### src/rtl/core/jet_pkg.sv
package jet_pkg;

	// number format and field widths
	localparam int FRAC_BITS  = 20;
	localparam int GRID_SIZE  = 64;
	localparam int COORD_W    = 6;
	localparam int IDX_W      = $clog2(GRID_SIZE);
	localparam int CONST_W    = 22;
	localparam int ORIGIN_W   = 23;
	localparam int PITCH_W    = 21;
	localparam int LIMIT_W    = 8;
	localparam int CFG_ADDR_W = 3;
	localparam int CFG_DATA_W = 23;

	// start point: origin plus index times pitch, two guard bits for sign and carry
	localparam int Z_W    = IDX_W + PITCH_W + 2;
	localparam int PROD_W = 2 * Z_W;
	localparam int SUM_W  = PROD_W + 1;

	localparam int QUEUE_DEPTH = 2;

	// register reset values
	localparam logic [CONST_W-1:0]  CONST_RST  = '0;
	localparam logic [LIMIT_W-1:0]  LIMIT_RST  = LIMIT_W'(32);
	localparam logic [ORIGIN_W-1:0] ORIGIN_RST = ORIGIN_W'(-1572864);
	localparam logic [PITCH_W-1:0]  PITCH_RST  = PITCH_W'(49152);

	typedef enum logic [CFG_ADDR_W-1:0] {
		CFG_CONST_REAL,
		CFG_CONST_IMAG,
		CFG_ITER_LIMIT,
		CFG_ORIGIN_REAL,
		CFG_ORIGIN_IMAG,
		CFG_PIXEL_PITCH
	} cfg_idx_t;

	typedef enum logic [1:0] {
		B_IDLE,
		B_MUL,
		B_STEP,
		B_DONE
	} back_state_t;

	typedef struct packed {
		logic [COORD_W-1:0] column;
		logic [COORD_W-1:0] row;
	} pixel_t;

	typedef struct packed {
		logic [COORD_W-1:0] out_column;
		logic [COORD_W-1:0] out_row;
		logic [LIMIT_W-1:0] escape_count;
		logic               is_inside;
	} result_t;

	typedef struct packed {
		logic [CFG_ADDR_W-1:0] addr;
		logic [CFG_DATA_W-1:0] wdata;
	} cfg_wr_t;

	typedef struct packed {
		logic [CONST_W-1:0]  const_real;
		logic [CONST_W-1:0]  const_imag;
		logic [LIMIT_W-1:0]  iteration_limit;
		logic [ORIGIN_W-1:0] origin_real;
		logic [ORIGIN_W-1:0] origin_imag;
		logic [PITCH_W-1:0]  pixel_pitch;
	} cfg_t;

	// one mapped pixel waiting for the iteration engine
	typedef struct packed {
		logic [COORD_W-1:0] column;
		logic [COORD_W-1:0] row;
		logic [Z_W-1:0]     zr;
		logic [Z_W-1:0]     zi;
	} job_t;

	typedef struct packed {
		logic full;
		logic empty;
	} qstat_t;

	// grid index of a pixel coordinate
	function automatic logic [IDX_W-1:0] grid_index(input logic [COORD_W-1:0] v);
		return IDX_W'(v % GRID_SIZE);
	endfunction

endpackage

### src/rtl/core/jet_queue.sv
module jet_queue (
	input  logic            clk,
	input  logic            arst_n,
	input  logic            push,
	input  jet_pkg::job_t   push_job,
	input  logic            pop,
	output jet_pkg::job_t   head_job,
	output jet_pkg::qstat_t stat
);
	import jet_pkg::*;

	localparam int PTR_W = $clog2(QUEUE_DEPTH);
	localparam int CNT_W = $clog2(QUEUE_DEPTH + 1);

	job_t             entry_q [QUEUE_DEPTH];
	logic [PTR_W-1:0] wr_ptr_q;
	logic [PTR_W-1:0] rd_ptr_q;
	logic [CNT_W-1:0] cnt_q;

	assign stat.full  = (cnt_q == CNT_W'(QUEUE_DEPTH));
	assign stat.empty = (cnt_q == '0);
	assign head_job   = entry_q[rd_ptr_q];

	// pointer and fill count
	always_ff @(posedge clk or negedge arst_n) begin
		if (!arst_n) begin
			wr_ptr_q <= '0;
			rd_ptr_q <= '0;
			cnt_q    <= '0;
		end else begin
			if (push) begin
				wr_ptr_q <= (wr_ptr_q == PTR_W'(QUEUE_DEPTH - 1)) ? '0 : wr_ptr_q + 1'b1;
			end
			if (pop) begin
				rd_ptr_q <= (rd_ptr_q == PTR_W'(QUEUE_DEPTH - 1)) ? '0 : rd_ptr_q + 1'b1;
			end
			if (push && !pop) begin
				cnt_q <= cnt_q + 1'b1;
			end else if (pop && !push) begin
				cnt_q <= cnt_q - 1'b1;
			end
		end
	end

	// entry storage
	always_ff @(posedge clk) begin
		if (push) begin
			entry_q[wr_ptr_q] <= push_job;
		end
	end

endmodule

### config.mk
export PLATFORM = sky130hd
export DESIGN_NAME = jet_queue
export DESIGN_NICKNAME = d
export VERILOG_FILES = /design/src/rtl/core/jet_pkg.sv /design/src/rtl/core/jet_queue.sv
export SDC_FILE = /design/constraint.sdc
export NUM_CORES = 1
export LEC_CHECK = 0
export ABC_AREA = 1
export BUFFER_PORTS_ARGS = -buffer_cell sky130_fd_sc_hd__buf_2
export CORE_MARGIN = 2
export CORE_UTILIZATION = 49
export DETAILED_ROUTE_END_ITERATION = 7
export PLACE_DENSITY = 0.75
export SKIP_LAST_GASP = 1
export SLEW_MARGIN = 20
export SYNTH_ARGS = -nofsm -noshare
export SYNTH_HDL_FRONTEND = slang
export SYNTH_SLANG_ARGS = --single-unit
### constraint.sdc
create_clock -name clk -period 6.2 [get_ports clk]
set_input_delay 1.55 -clock clk [delete_from_list [all_inputs] [get_ports clk]]
set_output_delay 1.55 -clock clk [all_outputs]
set_load 0.05 [all_outputs]
==> metrics.txt, run 1 <==
leak pwr=~2.9 nW; clock transition at the registers of the reported paths=roughly 0.050 ns; root buffer cell=clkbuf_16; hold_buf cts=0; worst path cell trace=buf_4 -> mux2_4 -> buf_2; Die Area=0.01232 mm²; Register-to-Register Setup Slack=4.00 ns; hold_sp=cnt_q[1]$_DFFE_PN0P_; PD cells=between 500 and 600 mW/mm²; Tcrit/Tclk final=between 60% and 70%; layout cells sized above 1=between 60% and 70%; Post-Place Cell Area=0.006397 mm²; critical path endpoint category=output pin; fmax=~0.24 GHz; CTS max path bufs=2; final WL=about 9200 µm; crit path DAT=2.58 ns; Die Ht=~110 µm; H-tree Lvls=4; fin area=~0.007 mm²; Final Hold Viols=0; depth of the worst register-to-register path=2; boundary pin count=146; Final Max Tran Viols=0; status=finished clean; Yosys reg bits=144; worst slew pin tran=0.9323 ns; Post-Syn Area per Cell=roughly 23 µm²; PostCTS Resize Cnt=0; Die Wd=roughly 110 µm; Vias=about 2,700; drt pass-1 iters=4; Hold EP=cnt_q[1]$_DFFE_PN0P_; RSZ-0062 raised after global routing=no; port bufs=roughly 150; Clk pwr share=between 20% and 30%; CP max stage delay=1.00 ns; worst vdd ir=between 400 and 500 µV; Starting Density=49.76%; number of global-route vias before repair=2,896; Reg power frac=around 37%; Crit Path Max Fanout=roughly 50; core area=approximately 0.011 mm²; fin crit period=4.127 ns; Area Overhead vs Synth=24.34%; Core Rows=39; Layout fillers=833; Post-Syn Nets=318; Residual DRC=0; CTS Buf Count=17; Worst-Skew Late Latency=~0.41 ns; Setup Skew=~0.009 ns; internal power=~2.4 mW; global-route wire length before repair=roughly 14,000 µm; Net count, final=~480; hold path depth=2; global route overflow=0; n_diodes=0; Final GP Congestion=roughly 0.7; Avg WL per Cell=between 15 and 20 µm; Final ANT Viol Nets=0; Slowest-stage cell, CP=dfrtp_4; post-synthesis sequential area ratio=around 77%; GRT Util Overall=15.65%; max cap viols=0; CTS tree=yes; yosys warns=0; TNS Setup=0 ns; final setup fails=0; slew margin rel.=between 30% and 40%; initial antenna violation count=1; Synth Instances=between 200 and 250; DR iter-0 viols=100; CP Class=reg2out; postcts setup bufs=0; Startpoint Class=flip-flop; routed vias/inst=just under 5; hold crit path type=reg2reg; CTS sink count=144; Yosys cell types=14; switch share=38.20%; Sw Pwr=~1.5 mW; CP startpoint=rd_ptr_q$_DFFE_PN0P_; Logic pwr share=a little under two fifths; worst reg2reg startpoint=wr_ptr_q$_DFFE_PN0P_; Netlist Area Pre-Place=roughly 0.0056 mm²; largest net degree at the start of global routing=50; FF-to-FF End=entry_q[0][6]$_DFFE_PP_; Required @ worst endpoint=~4.7 ns
## placed cells by master, fill, tap and decap left out
cell type     n
nand4_1       1
clkinvlp_4    4
xnor2_1       1
dfrtp_1       3
buf_4         3
mux2_4       69
edfxtp_1    140
clkbuf_1      2
dfrtp_4       1
nor2_4        1
nand2_1       5
ha_1          1
inv_1         6
clkinv_2      5
mux2_2        1
nor2_1        2
nand3_1       1
xor2_1        2
bufinv_16     3
clkinv_1      1
buf_2       145
clkbuf_16    17
## power by group through the flow
stage                     clock (mW)  combinational (mW)  sequential (mW)
after floorplan                    0                1.41             1.36
after global placement             0                1.51             1.45
after detailed placement           0                1.52             1.46
after CTS                       1.01                1.52             1.44
after global routing            1.05                1.56             1.46
final                          0.981                1.50             1.43
## state kept, by name, summed over array words and instances, names as in the netlist
name      cells
cnt_q         2
entry_q     140
wr_ptr_q      1
rd_ptr_q      1
## per-layer routing
metal / track usage (%) / vias up / routed length (µm)
li1: - / 1265 / -
met1: 17.65 / 1328 / 3636
met2: 26.67 / 94 / 4848
met3: 7.053 / 4 / 642
met4: 5.083 / 0 / 48
met5: 0 / - / 0
## worst max-delay path: cells and delay by family (launching register included)
| family | cells | cell delay, ns |
|---|---|---|
| DFF | 1 | 1.00 |
| buffers and inverters | 2 | 0.74 |
| muxes | 1 | 0.35 |
## layout make-up
| cell class | instances | area, µm² | share of cell area (%) |
|---|---|---|---|
| clock buffers | 19 | 432.9 | 6.207 |
| clock inverters | 12 | 143.9 | 2.063 |
| well taps | 143 | 178.9 | 2.565 |
| inverters | 7 | 27.53 | 0.3947 |
| flip-flops and latches | 144 | 4308 | 61.77 |
| multi-input cells | 84 | 1135 | 16.27 |
| repair buffers | 148 | 748.2 | 10.73 |
## Yosys cell counts
master    instances  area share, %
nand4_1           1           0.11
mux2_2            1           0.20
mux2_4           69             18
nand2_1           5           0.33
nor2_1            3           0.20
dfrtp_1           4            1.8
nand3_1           1          0.089
buf_12            7            2.5
inv_1             7           0.47
edfxtp_1        140             75
buf_6             1           0.20
ha_1              1           0.22
xor2_1            2           0.31
xnor2_1           1           0.16
## how the worst max path moves through the flow
stage	cells past startpoint	slack, ns	end
after global placement	3	2.49	head_job[42]
after CTS	3	2.04	head_job[40]
after floorplan	2	1.18	entry_q[0][0]$_DFFE_PP_
after detailed placement	3	2.49	head_job[15]
final	3	2.07	head_job[40]
after global routing	3	1.96	head_job[42]
## per-stage QoR
stage | worst slack [ns] | utilization [%] | std cells | hold WS (ns) | total power, mW
floorplan | 1.175 | - | 243 | 0.4631 | 2.776
global placement | 2.488 | 56.75 | 526 | 0.4835 | 2.956
detailed placement | 2.485 | 56.75 | 526 | 0.5025 | 2.977
CTS | 2.042 | 61.87 | 557 | 0.5188 | 3.965
global route | 1.959 | 61.87 | 557 | 0.5666 | 4.069
finish | 2.073 | 61.87 | 557 | 0.5214 | 3.916
## cells by family after synthesis
group	synth area share, %
flip-flops	76.73
adder cells (fa/ha/maj)	0.2230
buffers and inverters	3.168
multiplexers	18.67
AND/OR/NAND/NOR	0.7361
XOR/XNOR	0.4685
Note: power is estimated with default switching activity, not from simulation.
==> inputs of run 2 (changes only) <==
==> constraint.sdc (replaced) <==
create_clock -name clk -period 4 [get_ports clk]
set_input_delay 1 -clock clk [delete_from_list [all_inputs] [get_ports clk]]
set_output_delay 1 -clock clk [all_outputs]
set_load 0.05 [all_outputs]
==> run 2 against run 1 <==
Via count rose by 0.67%. Register-to-register slack got worse by 2.0 ns. Utilization fell by 0.14 points. First-iteration DRC count fell by 3.0%. Power rose by 52%. Sequential power rose by 50%. Critical endpoint is now head_job[2]. Non-clock buffer count rose by 3. Combinational power rose by 61%. Flip-flop and latch count did not move.
==> metrics.txt, run 2 (same netlist as run 1, synthesis figures left out) <==
core area=roughly 0.011 mm²; Die Ht=~110 µm; boundary pin count=roughly 150; CTS sink count=around 140; CTS Buf Count=17; CP Class=reg2out; fmax=approximately 0.32 GHz; PostCTS Resize Cnt=0; Setup Skew=~0.0042 ns; initial antenna violation count=0; CTS max path bufs=2; largest net degree at the start of global routing=52; Final ANT Viol Nets=0; Net count, final=480; Hold WS=a little under 0.4 ns; Vias=between 2,000 and 3,000; Residual DRC=0; total power=5.959 mW; biggest regs=entry_q (140), cnt_q (2); Avg WL per Cell=about 16 µm; status=finished clean; clock transition at the registers of the reported paths=approximately 0.060 ns; Worst-Skew Late Latency=~0.40 ns; Slowest-stage cell, CP=dfrtp_4; postcts setup bufs=0; CP bufs+invs=2; layout cells sized above 1=between 60% and 70%; Most flops, register=entry_q; Startpoint Class=flip-flop; hold crit path type=in2async; worst slew pin tran=0.9188 ns; critical path endpoint category=output pin; TNS Setup=0 ns; worst vdd ir=524.5 µV; Tcrit/Tclk final=77.27%; PD cells=856.4 mW/mm²; Final Hold Viols=0; DR iter-0 viols=97; crit path DAT=~2.1 ns; worst setup margin=around 0.9 ns; n_diodes=0; Layout fillers=822; max cap viols=0; Register-to-Register Setup Slack=2.02 ns; Core Rows=39; CTS tree=yes; hold_buf cts=0; commonest non-fill, non-tap cells in the layout=145 x buf_2, 140 x edfxtp_1, 69 x mux2_4, 17 x clkbuf_16; most common cell after layout, fill and taps aside=buf_2; worst path cell trace=buf_4 -> mux2_4 -> buf_2; Final Max Tran Viols=0; leak pwr=between 2 and 3 nW; global-route wire length before repair=14,360 µm; global route overflow=0; routed vias/inst=4.846; Crit Path Max Fanout=22; Largest register FFs=140; GRT Util Overall=15.40%; final core utilization=between 60% and 70%; pre-CTS WS=1.240 ns; port bufs=145; Die Area=0.01232 mm²; slew margin rel.=between 30 and 40%; number of global-route vias before repair=roughly 2,900; final WL=9043 µm; root buffer cell=clkbuf_16; Required @ worst endpoint=3.00 ns; Die Wd=between 100 and 150 µm; RSZ-0062 raised after global routing=no; Area Overhead vs Synth=24.05%; H-tree Lvls=4; drt pass-1 iters=4; Post-DP HPWL=~6000 µm; fin crit period=3.091 ns; Starting Density=49.76%; final setup fails=0; CP max stage delay=0.69 ns; crit-path leading delay family=flip-flops; Final GP Congestion=just over 0.7
[run 2: cell types whose count changed in the layout (fill, tap and decap cells not counted), sizes merged]
cell,before,now
clkinv,6,8
bufinv,3,1
buf,148,151
clkinvlp,4,5
clkbuf,19,17
[run 2: worst paths after layout]
path | end | from | cells after the start
min in group clk | cnt_q[1]$_DFFE_PN0P_ | cnt_q[1]$_DFFE_PN0P_ | 2
worst max-delay path | head_job[2] | rd_ptr_q$_DFFE_PN0P_ | 3
worst min register to register | cnt_q[1]$_DFFE_PN0P_ | cnt_q[1]$_DFFE_PN0P_ | 2
worst min-delay path | cnt_q[0]$_DFFE_PN0P_ | arst_n | 1
max in group asynchronous | rd_ptr_q$_DFFE_PN0P_ | arst_n | 1
worst max register to register | entry_q[1][47]$_DFFE_PP_ | wr_ptr_q$_DFFE_PN0P_ | 3
[run 2: where the power goes]
part | switching (mW) | internal [mW] | total (mW) | leakage [nW]
clock network | 0.555 | 0.834 | 1.39 | 0.247
logic | 1.63 | 0.788 | 2.42 | 1.25
registers | 0.140 | 2.01 | 2.15 | 1.36
[run 2: cell type report]
cell class | count | area, µm² | share of cell area, %
tap | 143 | 178.9 | 2.571
timing repair buffer | 151 | 783.3 | 11.26
multi-input combinational | 84 | 1135 | 16.31
clock buffer | 17 | 425.4 | 6.114
sequential | 144 | 4308 | 61.91
clock inverter | 13 | 100.1 | 1.439
inverter | 7 | 27.53 | 0.3956
[run 2: per-stage QoR]
step	cell area, µm²	std cells
after detailed placement	6432	529
after CTS	6958	559
after global placement	6432	529
after floorplan	5612	243
after global routing	6958	559
final	6958	559
[run 2: metal layers]
layer	global-route usage (%)	routed length (µm)
met1	18.00	3570
met2	25.97	4711
met3	5.030	609
met4	7.000	151
met5	0	0
