<file path="config.mk">
export PLATFORM = sky130hd
export DESIGN_NAME = jet_front_flat
export DESIGN_NICKNAME = d
export VERILOG_FILES = /design/src/rtl/core/jet_pkg.sv /design/src/rtl/core/jet_stream_if.sv /design/src/rtl/core/jet_front.sv /design/src/flat_wrapper.sv
export SDC_FILE = /design/constraint.sdc
export NUM_CORES = 1
export LEC_CHECK = 0
export ABC_AREA = 1
export BUFFER_PORTS_ARGS = -buffer_cell sky130_fd_sc_hd__buf_2
export CORE_MARGIN = 4
export CORE_UTILIZATION = 40
export DETAILED_ROUTE_END_ITERATION = 6
export MAX_ROUTING_LAYER = met4
export PLACE_DENSITY_LB_ADDON = 0.3
export SETUP_SLACK_MARGIN = 0.15
export SYNTH_ARGS = -nofsm -noshare
export SYNTH_HDL_FRONTEND = slang
export SYNTH_SLANG_ARGS = --single-unit
</file>
<file path="constraint.sdc">
create_clock -name clk -period 2.3 [get_ports clk]
set_input_delay 0.115 -clock clk [delete_from_list [all_inputs] [get_ports clk]]
set_output_delay 0.115 -clock clk [all_outputs]
set_load 0.1 [all_outputs]
</file>
<file path="src/rtl/core/jet_pkg.sv">
package jet_pkg;

	// number format and field widths
	localparam int FRAC_BITS  = 20;
	localparam int GRID_SIZE  = 64;
	localparam int COORD_W    = 6;
	localparam int IDX_W      = $clog2(GRID_SIZE);
	localparam int CONST_W    = 22;
	localparam int ORIGIN_W   = 23;
	localparam int PITCH_W    = 21;
	localparam int LIMIT_W    = 8;
	localparam int CFG_ADDR_W = 3;
	localparam int CFG_DATA_W = 23;

	// start point: origin plus index times pitch, two guard bits for sign and carry
	localparam int Z_W    = IDX_W + PITCH_W + 2;
	localparam int PROD_W = 2 * Z_W;
	localparam int SUM_W  = PROD_W + 1;

	localparam int QUEUE_DEPTH = 2;

	// register reset values
	localparam logic [CONST_W-1:0]  CONST_RST  = '0;
	localparam logic [LIMIT_W-1:0]  LIMIT_RST  = LIMIT_W'(32);
	localparam logic [ORIGIN_W-1:0] ORIGIN_RST = ORIGIN_W'(-1572864);
	localparam logic [PITCH_W-1:0]  PITCH_RST  = PITCH_W'(49152);

	typedef enum logic [CFG_ADDR_W-1:0] {
		CFG_CONST_REAL,
		CFG_CONST_IMAG,
		CFG_ITER_LIMIT,
		CFG_ORIGIN_REAL,
		CFG_ORIGIN_IMAG,
		CFG_PIXEL_PITCH
	} cfg_idx_t;

	typedef enum logic [1:0] {
		B_IDLE,
		B_MUL,
		B_STEP,
		B_DONE
	} back_state_t;

	typedef struct packed {
		logic [COORD_W-1:0] column;
		logic [COORD_W-1:0] row;
	} pixel_t;

	typedef struct packed {
		logic [COORD_W-1:0] out_column;
		logic [COORD_W-1:0] out_row;
		logic [LIMIT_W-1:0] escape_count;
		logic               is_inside;
	} result_t;

	typedef struct packed {
		logic [CFG_ADDR_W-1:0] addr;
		logic [CFG_DATA_W-1:0] wdata;
	} cfg_wr_t;

	typedef struct packed {
		logic [CONST_W-1:0]  const_real;
		logic [CONST_W-1:0]  const_imag;
		logic [LIMIT_W-1:0]  iteration_limit;
		logic [ORIGIN_W-1:0] origin_real;
		logic [ORIGIN_W-1:0] origin_imag;
		logic [PITCH_W-1:0]  pixel_pitch;
	} cfg_t;

	// one mapped pixel waiting for the iteration engine
	typedef struct packed {
		logic [COORD_W-1:0] column;
		logic [COORD_W-1:0] row;
		logic [Z_W-1:0]     zr;
		logic [Z_W-1:0]     zi;
	} job_t;

	typedef struct packed {
		logic full;
		logic empty;
	} qstat_t;

	// grid index of a pixel coordinate
	function automatic logic [IDX_W-1:0] grid_index(input logic [COORD_W-1:0] v);
		return IDX_W'(v % GRID_SIZE);
	endfunction

endpackage

</file>
<file path="src/rtl/core/jet_stream_if.sv">
interface jet_stream_if #(
	parameter type T = logic
);
	logic valid;
	logic ready;
	T     data;

	modport source (output valid, output data, input ready);
	modport sink   (input valid, input data, output ready);
endinterface

</file>
<file path="src/rtl/core/jet_front.sv">
module jet_front (
	input  logic          clk,
	input  logic          arst_n,
	jet_stream_if.sink    pixel,
	input  jet_pkg::cfg_t cfg_q,
	input  jet_pkg::qstat_t q_stat,
	output logic          q_push,
	output jet_pkg::job_t q_job
);
	import jet_pkg::*;

	logic                          valid_s1;
	pixel_t                        pix_s1;
	logic [IDX_W-1:0]              xi;
	logic [IDX_W-1:0]              yi;
	logic [IDX_W+PITCH_W-1:0]      xoff;
	logic [IDX_W+PITCH_W-1:0]      yoff;
	logic signed [Z_W-1:0]         zr0;
	logic signed [Z_W-1:0]         zi0;

	// one holding stage, freed when the queue takes the mapped pixel
	assign q_push      = valid_s1 && !q_stat.full;
	assign pixel.ready = !valid_s1 || !q_stat.full;

	always_ff @(posedge clk or negedge arst_n) begin
		if (!arst_n) begin
			valid_s1 <= 1'b0;
		end else if (pixel.valid && pixel.ready) begin
			valid_s1 <= 1'b1;
		end else if (q_push) begin
			valid_s1 <= 1'b0;
		end
	end

	always_ff @(posedge clk) begin
		if (pixel.valid && pixel.ready) begin
			pix_s1 <= pixel.data;
		end
	end

	// map pixel to start point
	always_comb begin
		xi   = grid_index(pix_s1.column);
		yi   = grid_index(pix_s1.row);
		xoff = (IDX_W+PITCH_W)'(xi) * (IDX_W+PITCH_W)'(cfg_q.pixel_pitch);
		yoff = (IDX_W+PITCH_W)'(yi) * (IDX_W+PITCH_W)'(cfg_q.pixel_pitch);
		zr0  = $signed({{(Z_W-ORIGIN_W){cfg_q.origin_real[ORIGIN_W-1]}}, cfg_q.origin_real})
			+ $signed({{(Z_W-IDX_W-PITCH_W){1'b0}}, xoff});
		zi0  = $signed({{(Z_W-ORIGIN_W){cfg_q.origin_imag[ORIGIN_W-1]}}, cfg_q.origin_imag})
			+ $signed({{(Z_W-IDX_W-PITCH_W){1'b0}}, yoff});
		q_job.column = pix_s1.column;
		q_job.row    = pix_s1.row;
		q_job.zr     = zr0;
		q_job.zi     = zi0;
	end

endmodule

</file>
<file path="src/flat_wrapper.sv">
// flat-port wrapper written by rule: the top's interface ports become plain ports
module jet_front_flat import jet_pkg::*;
  (clk, arst_n, cfg_q, q_stat, q_push, q_job, pixel_valid, pixel_data, pixel_ready);
  jet_stream_if pixel_i ();
  input  logic clk;
  input  logic arst_n;
  input  jet_pkg::cfg_t cfg_q;
  input  jet_pkg::qstat_t q_stat;
  output logic q_push;
  output jet_pkg::job_t q_job;
  input wire logic [$bits(pixel_i.valid)-1:0] pixel_valid;
  input wire logic [$bits(pixel_i.data)-1:0] pixel_data;
  output wire logic [$bits(pixel_i.ready)-1:0] pixel_ready;
  assign pixel_i.valid = pixel_valid;
  assign pixel_i.data = pixel_data;
  assign pixel_ready = pixel_i.ready;
  jet_front u_core (.clk(clk), .arst_n(arst_n), .pixel(pixel_i), .cfg_q(cfg_q), .q_stat(q_stat), .q_push(q_push), .q_job(q_job));
endmodule
</file>
==> key figures, run 1 <==
Die
  • Initial core utilization: between 40% and 50%
  • Cell row count: 27
  • Die W: about 84 µm
  • IO Count: roughly 200
  • DIE HEIGHT: ~84 µm
  • Die Area: about 7100 µm²
  • Core area: 5570 µm²

Run status
  • Status: finished with violations
  • Failing checks: setup timing

Synthesis
  • Mapped Avg Cell Area: between 5 and 6 µm²
  • Cell Area, Synth: 2320 µm²
  • Seq/Total Area, Yosys: between 2 and 2.5%
  • Synth Instances: 442
  • Synth cell types: 27
  • Register bit total from synthesis: 2
  • Synth warn: 0

STA
  • Final worst path period need: between 2000 and 3000 ps
  • Fin. max-slew vios: 0
  • Worst Clk Skew: ~4.5 ps
  • Setup TNS: -5250 ps
  • Final worst slack: -334 ps
  • Final Hold Viols: 0
  • RSZ-0062 raised after global routing: true
  • Final setup violating endpoints: 25
  • Tcrit/Tclk final: 115%
  • Fmax achieved: about 380 MHz

Drt
  • DR DRC count: 0
  • Vias per cell: ~5.6
  • Routed Antenna Nets: 0
  • TritonRoute pass-1 iters: 6
  • Drt total wl: 12900 µm
  • DR vias: 3439
  • Routed wl met3: 1310 µm
  • Post-DR wirelength/cell: about 21 µm
  • Wire length on met2: ~6200 µm
  • Top Metal Used: met4
  • Drt initial violations: ~360
  • M1 wire length: ~4400 µm

Finish
  • Final Cell Area: between 4000 and 5000 µm²
  • Share of layout cells above drive strength 1: 73.6%
  • Post-layout nets: 686
  • Layout area overhead: 112%
  • Ant. Diodes: 0

Clock network
  • Root buffer cell: clkbuf_8
  • CTS tree: built
  • Clk pin slew, worst setup/hold paths: approximately 30 ps
  • Num CTS Buffers: 3
  • CTS Sinks: 2
  • Skew-Pair Late Insertion Delay: 210 ps
  • Clock Tree Buf Depth: 2
  • H-tree levels: 1

Setup path
  • Critical-path cell list: buf_6 > buf_16 > nand2_1 > inv_1 > ha_4 > a21oi_2 > nand2_1 > a21oi_1 > nand4_1 > nand2_4 > buf_12
  • Crit Path Max Fanout: 5
  • Crit path capture type: output pin
  • Critical path's most frequent cell: nand2_1
  • Critical-path top delay cell: edfxtp_1
  • Kind of critical path: register to output pin
  • Critical Path RT: between 2000 and 2500 ps
  • Largest stage delay on the critical path: around 430 ps
  • CP delay by family, top: buffers and inverters
  • Buffers and inverters on the worst path: 4
  • CP arrival: ~2500 ps
  • Worst setup SP type: register

Worst hold path
  • Min-Delay Path Class: primary input to register

Placement
  • HPWL reported at the end of detailed placement: just over 6000 µm
  • GPL Wtd Cong: ~0.95
  • I/O Buffers: 80
  • DP Area: roughly 3600 µm²

GRT
  • Number of global-route vias before repair: about 3400
  • Total Routing Usage GR: 27.5%
  • Remaining global-route overflow: 0
  • Initial antenna violation count: 0
  • First-pass GRT wire length: ~16000 µm
  • Largest net degree at the start of global routing: 11

Pwr
  • Pwr dens: between 400 and 500 nW/µm²
  • P_leak: between 2 and 3 nW
  • Max IR drop VDD: 0.630 mV

Run
  • Max-Cap Viols: 0
[where the power goes]
part           switching (W)  leakage (nW)  internal [W]
logic                0.00141          2.57      0.000782
registers         0.00000203        0.0203     0.0000405
clock network      0.0000294        0.0228      0.000118
[Yosys cell counts, drive strengths merged]
library cell | number | area share, %
conb | 1 | 0.16
edfxtp | 1 | 1.3
clkbuf | 2 | 0.32
nand3b | 1 | 0.86
dfrtp | 1 | 1.1
nand4 | 4 | 1.1
or2 | 1 | 0.27
clkinv | 1 | 0.16
and2 | 1 | 0.38
xnor2 | 1 | 0.38
nor2 | 32 | 6.8
inv | 100 | 16
a21oi | 10 | 2.2
nand2 | 183 | 31
nor3 | 2 | 0.65
ha | 21 | 11
xor2 | 9 | 3.4
nand3 | 24 | 6.5
buf | 45 | 15
o21ai | 1 | 0.38
fa | 1 | 0.86
[logic make-up (layout without fill, tap and decap cells)]
| group | Yosys count | after routing | synth area share, % |
|---|---|---|---|
| buf+inv | 148 | 234 | 31.3 |
| xor+xnor | 10 | 10 | 3.78 |
| fa+ha+maj | 22 | 22 | 12.2 |
| simple gates | 248 | 248 | 47.7 |
| other cells | 1 | 11 | 0.162 |
| flops | 2 | 2 | 2.38 |
| compound gates | 11 | 11 | 2.54 |
[routing by layer]
metal | global-route usage (%) | vias to the layer above
met5 | - | -
met4 | 13.3 | 0
met3 | 3.26 | 106
met2 | 50.7 | 325
met1 | 28.5 | 1581
li1 | - | 1427
[area by class of cell]
cell class	count	area (µm²)
inverter	101	402
clock buffer	4	45.0
fill	241	672
timing repair buffer	129	1320
sequential	2	55.1
tap	72	90.1
multi-input combinational	302	2990
[metrics by stage]
stage | setup WS [ps] | total power (W) | instances | util, % | hold slack (ps)
after floorplan | -929 | 0.00154 | 452 | - | -181
after global placement | 94.8 | 0.00173 | 561 | 65.0 | -109
after detailed placement | 25.8 | 0.00176 | 561 | 65.0 | -106
after CTS | -115 | 0.00213 | 596 | 79.0 | 74.1
after global routing | -391 | 0.00244 | 610 | 87.9 | 81.9
final | -334 | 0.00238 | 610 | 87.9 | 75.9
[flip-flops by register name, summed over array words and instances (netlist names)]
signal and count:
u_core.q_job 1, u_core.valid_s1 1
[cell usage in the layout (no fill, tap or decap)]
master,Yosys,final
nand2_2,14,73
inv_1,96,55
nand2_1,169,54
buf_2,0,52
nand2_4,0,46
inv_2,4,36
buf_12,0,32
buf_4,45,31
ha_4,0,21
nor2_4,3,16
nand3_2,6,14
conb_1,1,11
buf_6,0,11
nand2_8,0,10
inv_4,0,9
nand3_4,0,9
nor2_1,23,9
xor2_4,0,8
nor2_2,6,7
a21oi_2,0,5
nand4_1,4,4
a21oi_1,10,3
clkbuf_8,0,3
a21oi_4,0,2
buf_16,0,2
or2_4,0,1
clkinv_1,1,1
and2_4,1,1
nand3b_4,1,1
nor3_2,1,1
nand3_1,18,1
nor3_4,0,1
o21ai_4,0,1
xor2_2,0,1
xnor2_4,0,1
fa_2,0,1
clkbuf_1,2,1
dlygate4sd3_1,0,1
edfxtp_1,1,1
dfrtp_1,1,1
[final timing paths]
path / startpoint / to / slack (ps) / cells after the start
setup reg to reg: u_core.valid_s1 / u_core.q_job[58] / 1430 / 1
max in group asynchronous: arst_n / u_core.valid_s1 / 2000 / 2
hold reg to reg: u_core.valid_s1 / u_core.valid_s1 / 550 / 2
hold / removal: pixel_data / u_core.q_job[58] / 80 / 1
min in group asynchronous: arst_n / u_core.valid_s1 / 210 / 2
setup / recovery: u_core.q_job[58] / q_job[21] / -330 / 11
[timing repair]
action | CTS | global route
hold endpoints to repair | 1 | 0
cloned | 2 | 0
resized for setup | 123 | 115
pin swaps | 62 | 68
buffers inserted | 28 | 14
hold buffers | 1 | 0
endpoints found under the setup margin | 25 | 27
(Power assumes the default switching activity.)
==> inputs of run 2 (changes only) <==
--- a/config.mk
+++ b/config.mk
@@ -5,10 +5,10 @@
 export SDC_FILE = /design/constraint.sdc
 export NUM_CORES = 1
 export LEC_CHECK = 0
-export ABC_AREA = 1
+export ABC_AREA = 0
 export BUFFER_PORTS_ARGS = -buffer_cell sky130_fd_sc_hd__buf_2
 export CORE_MARGIN = 4
-export CORE_UTILIZATION = 40
+export CORE_UTILIZATION = 36
 export DETAILED_ROUTE_END_ITERATION = 6
 export MAX_ROUTING_LAYER = met4
 export PLACE_DENSITY_LB_ADDON = 0.3
==> key figures, run 2 <==
Run status
  • Status: finished with violations
  • Failing checks: setup timing

STA
  • Worst Clk Skew: 8.72 ps (+4.22 ps)
  • Setup TNS: -15180 ps (-9920 ps)
  • Final worst path period need: 3120 ps (+487 ps)
  • Fin. max-slew vios: 0 (unchanged)
  • Tcrit/Tclk final: 136% (+21 points)
  • Normalized max-slew margin: around 54%
  • Final Hold Viols: 0 (unchanged)
  • Final setup violating endpoints: 25 (unchanged)
  • RSZ-0062 raised after global routing: true
  • Fmax achieved: 320 MHz (-16%)
  • Final worst slack: -821 ps (-487 ps)
  • Pin slew with the least headroom to its limit: approximately 700 ps

Die
  • Initial core utilization: 38.0% (-3.5 points)
  • DIE HEIGHT: 79.3 µm (-5.7%)
  • Core area: 4820 µm² (-14%)
  • Die Area: 6290 µm² (-11%)
  • Cell row count: 25 (-7.4%)
  • Die W: 79.3 µm (-5.7%)
  • IO Count: 197 (unchanged)

Setup path
  • Cell count of the worst reg-to-reg path: 2 (+1)
  • Crit Path Max Fanout: 3 (-2)
  • CP delay by family, top: compound AO/OA/AOI/OAI gates
  • Worst R2R End: u_core.q_job[58]
  • Largest stage delay on the critical path: 410 ps (-20 ps)
  • Worst reg-to-reg setup slack: 1390 ps (-40 ps)
  • CP arrival: 3010 ps (+490 ps)
  • Total stage count of the critical path: 10 (-1)
  • Crit path capture type: output pin
  • Buffers and inverters on the worst path: 2 (-2)
  • Worst setup SP type: register
  • Critical-path cell list: and2_1 > ha_2 > fa_2 > a21o_1 > a221o_1 > buf_4 > a22o_4 > a2111oi_4 > a2111oi_4 > buf_6
  • FF-to-FF Start: u_core.valid_s1
  • Critical-path top delay cell: edfxtp_1
  • Critical path's most frequent cell: a2111oi_4
  • CP startpoint: u_core.q_job[58]
  • Critical Path RT: 2180 ps (about the same)
  • Kind of critical path: register to output pin
  • CP Capture Point: q_job[18]

Finish
  • Cell Count, Final, Fillers Out: 461 (-24%)
  • # fillers: 238 (-1.2%)
  • Layout area overhead: 129%
  • Share of layout cells above drive strength 1: 71.8% (-1.8 points)
  • Most frequent cells in the layout: 80 x buf_4, 52 x buf_2, 28 x buf_12
  • Commonest non-fill, non-tap cell in the layout: buf_4
  • Post-layout nets: 542 (-21%)
  • Ant. Diodes: 0 (unchanged)

Clock network
  • CTS Sinks: 2 (unchanged)
  • Clk pin slew, worst setup/hold paths: 30 ps (about the same)
  • CTS tree: built
  • Num CTS Buffers: 3 (unchanged)
  • Root buffer cell: clkbuf_8
  • Skew-Pair Late Insertion Delay: 210 ps (about the same)
  • H-tree levels: 1 (unchanged)
  • Clock Tree Buf Depth: 2 (unchanged)

Synthesis
  • Complex-gate fraction of the synthesized area: 25.9% (+23 points)
  • Synth warn: 0 (unchanged)
  • Mux share of post-synthesis cell area: 2.32% (+2.3 points)
  • Mapped Avg Cell Area: 7.27 µm² (+39%)
  • Yosys top cell by area: buf_4
  • Synth cell types: 54 (+100%)
  • Cell Area, Synth: 1830 µm² (-21%)
  • Most instantiated cells after synthesis: 45 x buf_4, 22 x and2_1, 21 x ha_1
  • Register bit total from synthesis: 2 (unchanged)
  • Synth top area share: 18.4% (-8.9 points)
  • Post-Synth XOR/XNOR Area: 6.69% (+2.9 points)
  • Adder-Cell Fraction of Synth Area: 15.4% (+3.2 points)
  • Leading cell type by number of instances after synthesis: buf_4
  • Post-synth EDFFs: 1 (unchanged)
  • Largest family of logic cells by synthesized area: compound AO/OA/AOI/OAI gates
  • Synth Instances: 252 (-43%)
  • Async set or reset register ratio after synthesis: 50.0% (unchanged)
  • Seq/Total Area, Yosys: 3.01% (+0.63 points)
  • Prevailing post-synth register cell: edfxtp_1
  • Fraction of the mapped netlist area in simple logic gates: 24.1% (-24 points)
  • Area contributors post-synth: buf_4 18%, ha_1 14%, and2_1 7.5%

Pwr
  • P_leak: 1.87 nW (-28%)
  • Max IR drop VDD: 0.615 mV (-2.4%)
  • Pwr dens: 551 nW/µm² (+13%)

Drt
  • DR vias: 2558 (-26%)
  • Drt total wl: 9240 µm (-28%)
  • DR DRC count: 0 (unchanged)
  • TritonRoute pass-1 iters: 6 (unchanged)
  • Vias per cell: 5.55 (-1.6%)
  • Post-DR wirelength/cell: 20.0 µm (-5.2%)
  • Drt initial violations: 176 (-51%)
  • Routed Antenna Nets: 0 (unchanged)

GRT
  • Total Routing Usage GR: 25.8% (-1.7 points)
  • First-pass GRT wire length: 12600 µm (-20%)
  • Largest net degree at the start of global routing: 12 (+1)
  • Initial antenna violation count: 0 (unchanged)
  • Number of global-route vias before repair: 2610 (-23%)
  • Remaining global-route overflow: 0 (unchanged)

Worst hold path
  • Min-Delay Path Class: primary input to register

Run
  • Max-Cap Viols: 0 (unchanged)

Placement
  • HPWL reported at the end of detailed placement: 5200 µm (-16%)
  • I/O Buffers: 80 (unchanged)
  • GPL Wtd Cong: 0.834 (-13%)
  • Placed cell count: 429 (-24%)
[run 2: changes by cell type in the layout (fill, tap and decap cells not counted), moves of 13 or more]
cell / before / now
nand2_2: 73 / 4
buf_4: 31 / 80
inv_1: 55 / 9
nand2_4: 46 / 0
nand2_1: 54 / 14
inv_2: 36 / 0
nor2_4: 16 / 1
nand3_2: 14 / 0
and2_1: 0 / 13
[run 2: worst min path at each step]
stage / start / end / slack, ps / cells past startpoint
after detailed placement: arst_n / u_core.valid_s1 / -110 / 1
after CTS: pixel_data / u_core.q_job[58] / 80 / 1
final: pixel_data / u_core.q_job[58] / 80 / 1
after global routing: pixel_data / u_core.q_job[58] / 80 / 1
after global placement: arst_n / u_core.valid_s1 / -110 / 1
after floorplan: arst_n / u_core.valid_s1 / -180 / 0
[run 2: final cells by class]
cell class | instances | area, µm² | share of cell area (%)
inverters | 9 | 33.8 | 0.805
repair buffers | 182 | 1670 | 39.7
well taps | 67 | 83.8 | 2.00
clock buffers | 4 | 45.0 | 1.07
flip-flops and latches | 2 | 55.1 | 1.31
multi-input cells | 197 | 2310 | 55.1
[run 2: cell families after synthesis]
kind of cell             Yosys count
flip-flops                         2
AND/OR/NAND/NOR                   81
XOR/XNOR                          14
adder cells (fa/ha/maj)           22
AO/OA/AOI/OAI                     65
other                              1
buffers and inverters             63
multiplexers                       4
[run 2: what timing repair did]
| item | 4_1_cts | 5_1_grt |
|---|---|---|
| hold buffers | 1 | 0 |
| resized for setup | 75 | 30 |
| setup buffers | 17 | 10 |
| pin swaps | 28 | 19 |
| hold endpoints to repair | 1 | 0 |
| setup endpoints to repair | 26 | 26 |
[run 2: metal layers]
layer	track usage [%]	up-vias	part of all wire, %
met4	9.79	0	4.5
met1	28.0	1214	36
li1	-	1135	-
met2	48.7	169	53
met5	-	-	0
met3	1.81	40	5.9
[run 2: through the flow]
step / hold slack [ps] / total power, W / area, µm² / utilization (%) / worst slack (ps)
2_1_floorplan: -181 / 0.00155 / 2430 / - / -1450
3_3_place_gp: -109 / 0.00185 / 3410 / 70.8 / -506
3_5_place_dp: -105 / 0.00187 / 3410 / 70.8 / -643
4_1_cts: 75.7 / 0.00219 / 3990 / 82.9 / -766
5_1_grt: 80.4 / 0.00239 / 4200 / 87.1 / -900
6_report: 78.4 / 0.00231 / 4200 / 87.1 / -821
[run 2: power by group]
group / switching (W) / internal (W)
Sequential: 0.00000165 / 0.0000404
Clock: 0.0000304 / 0.000118
Combinational: 0.00128 / 0.000844
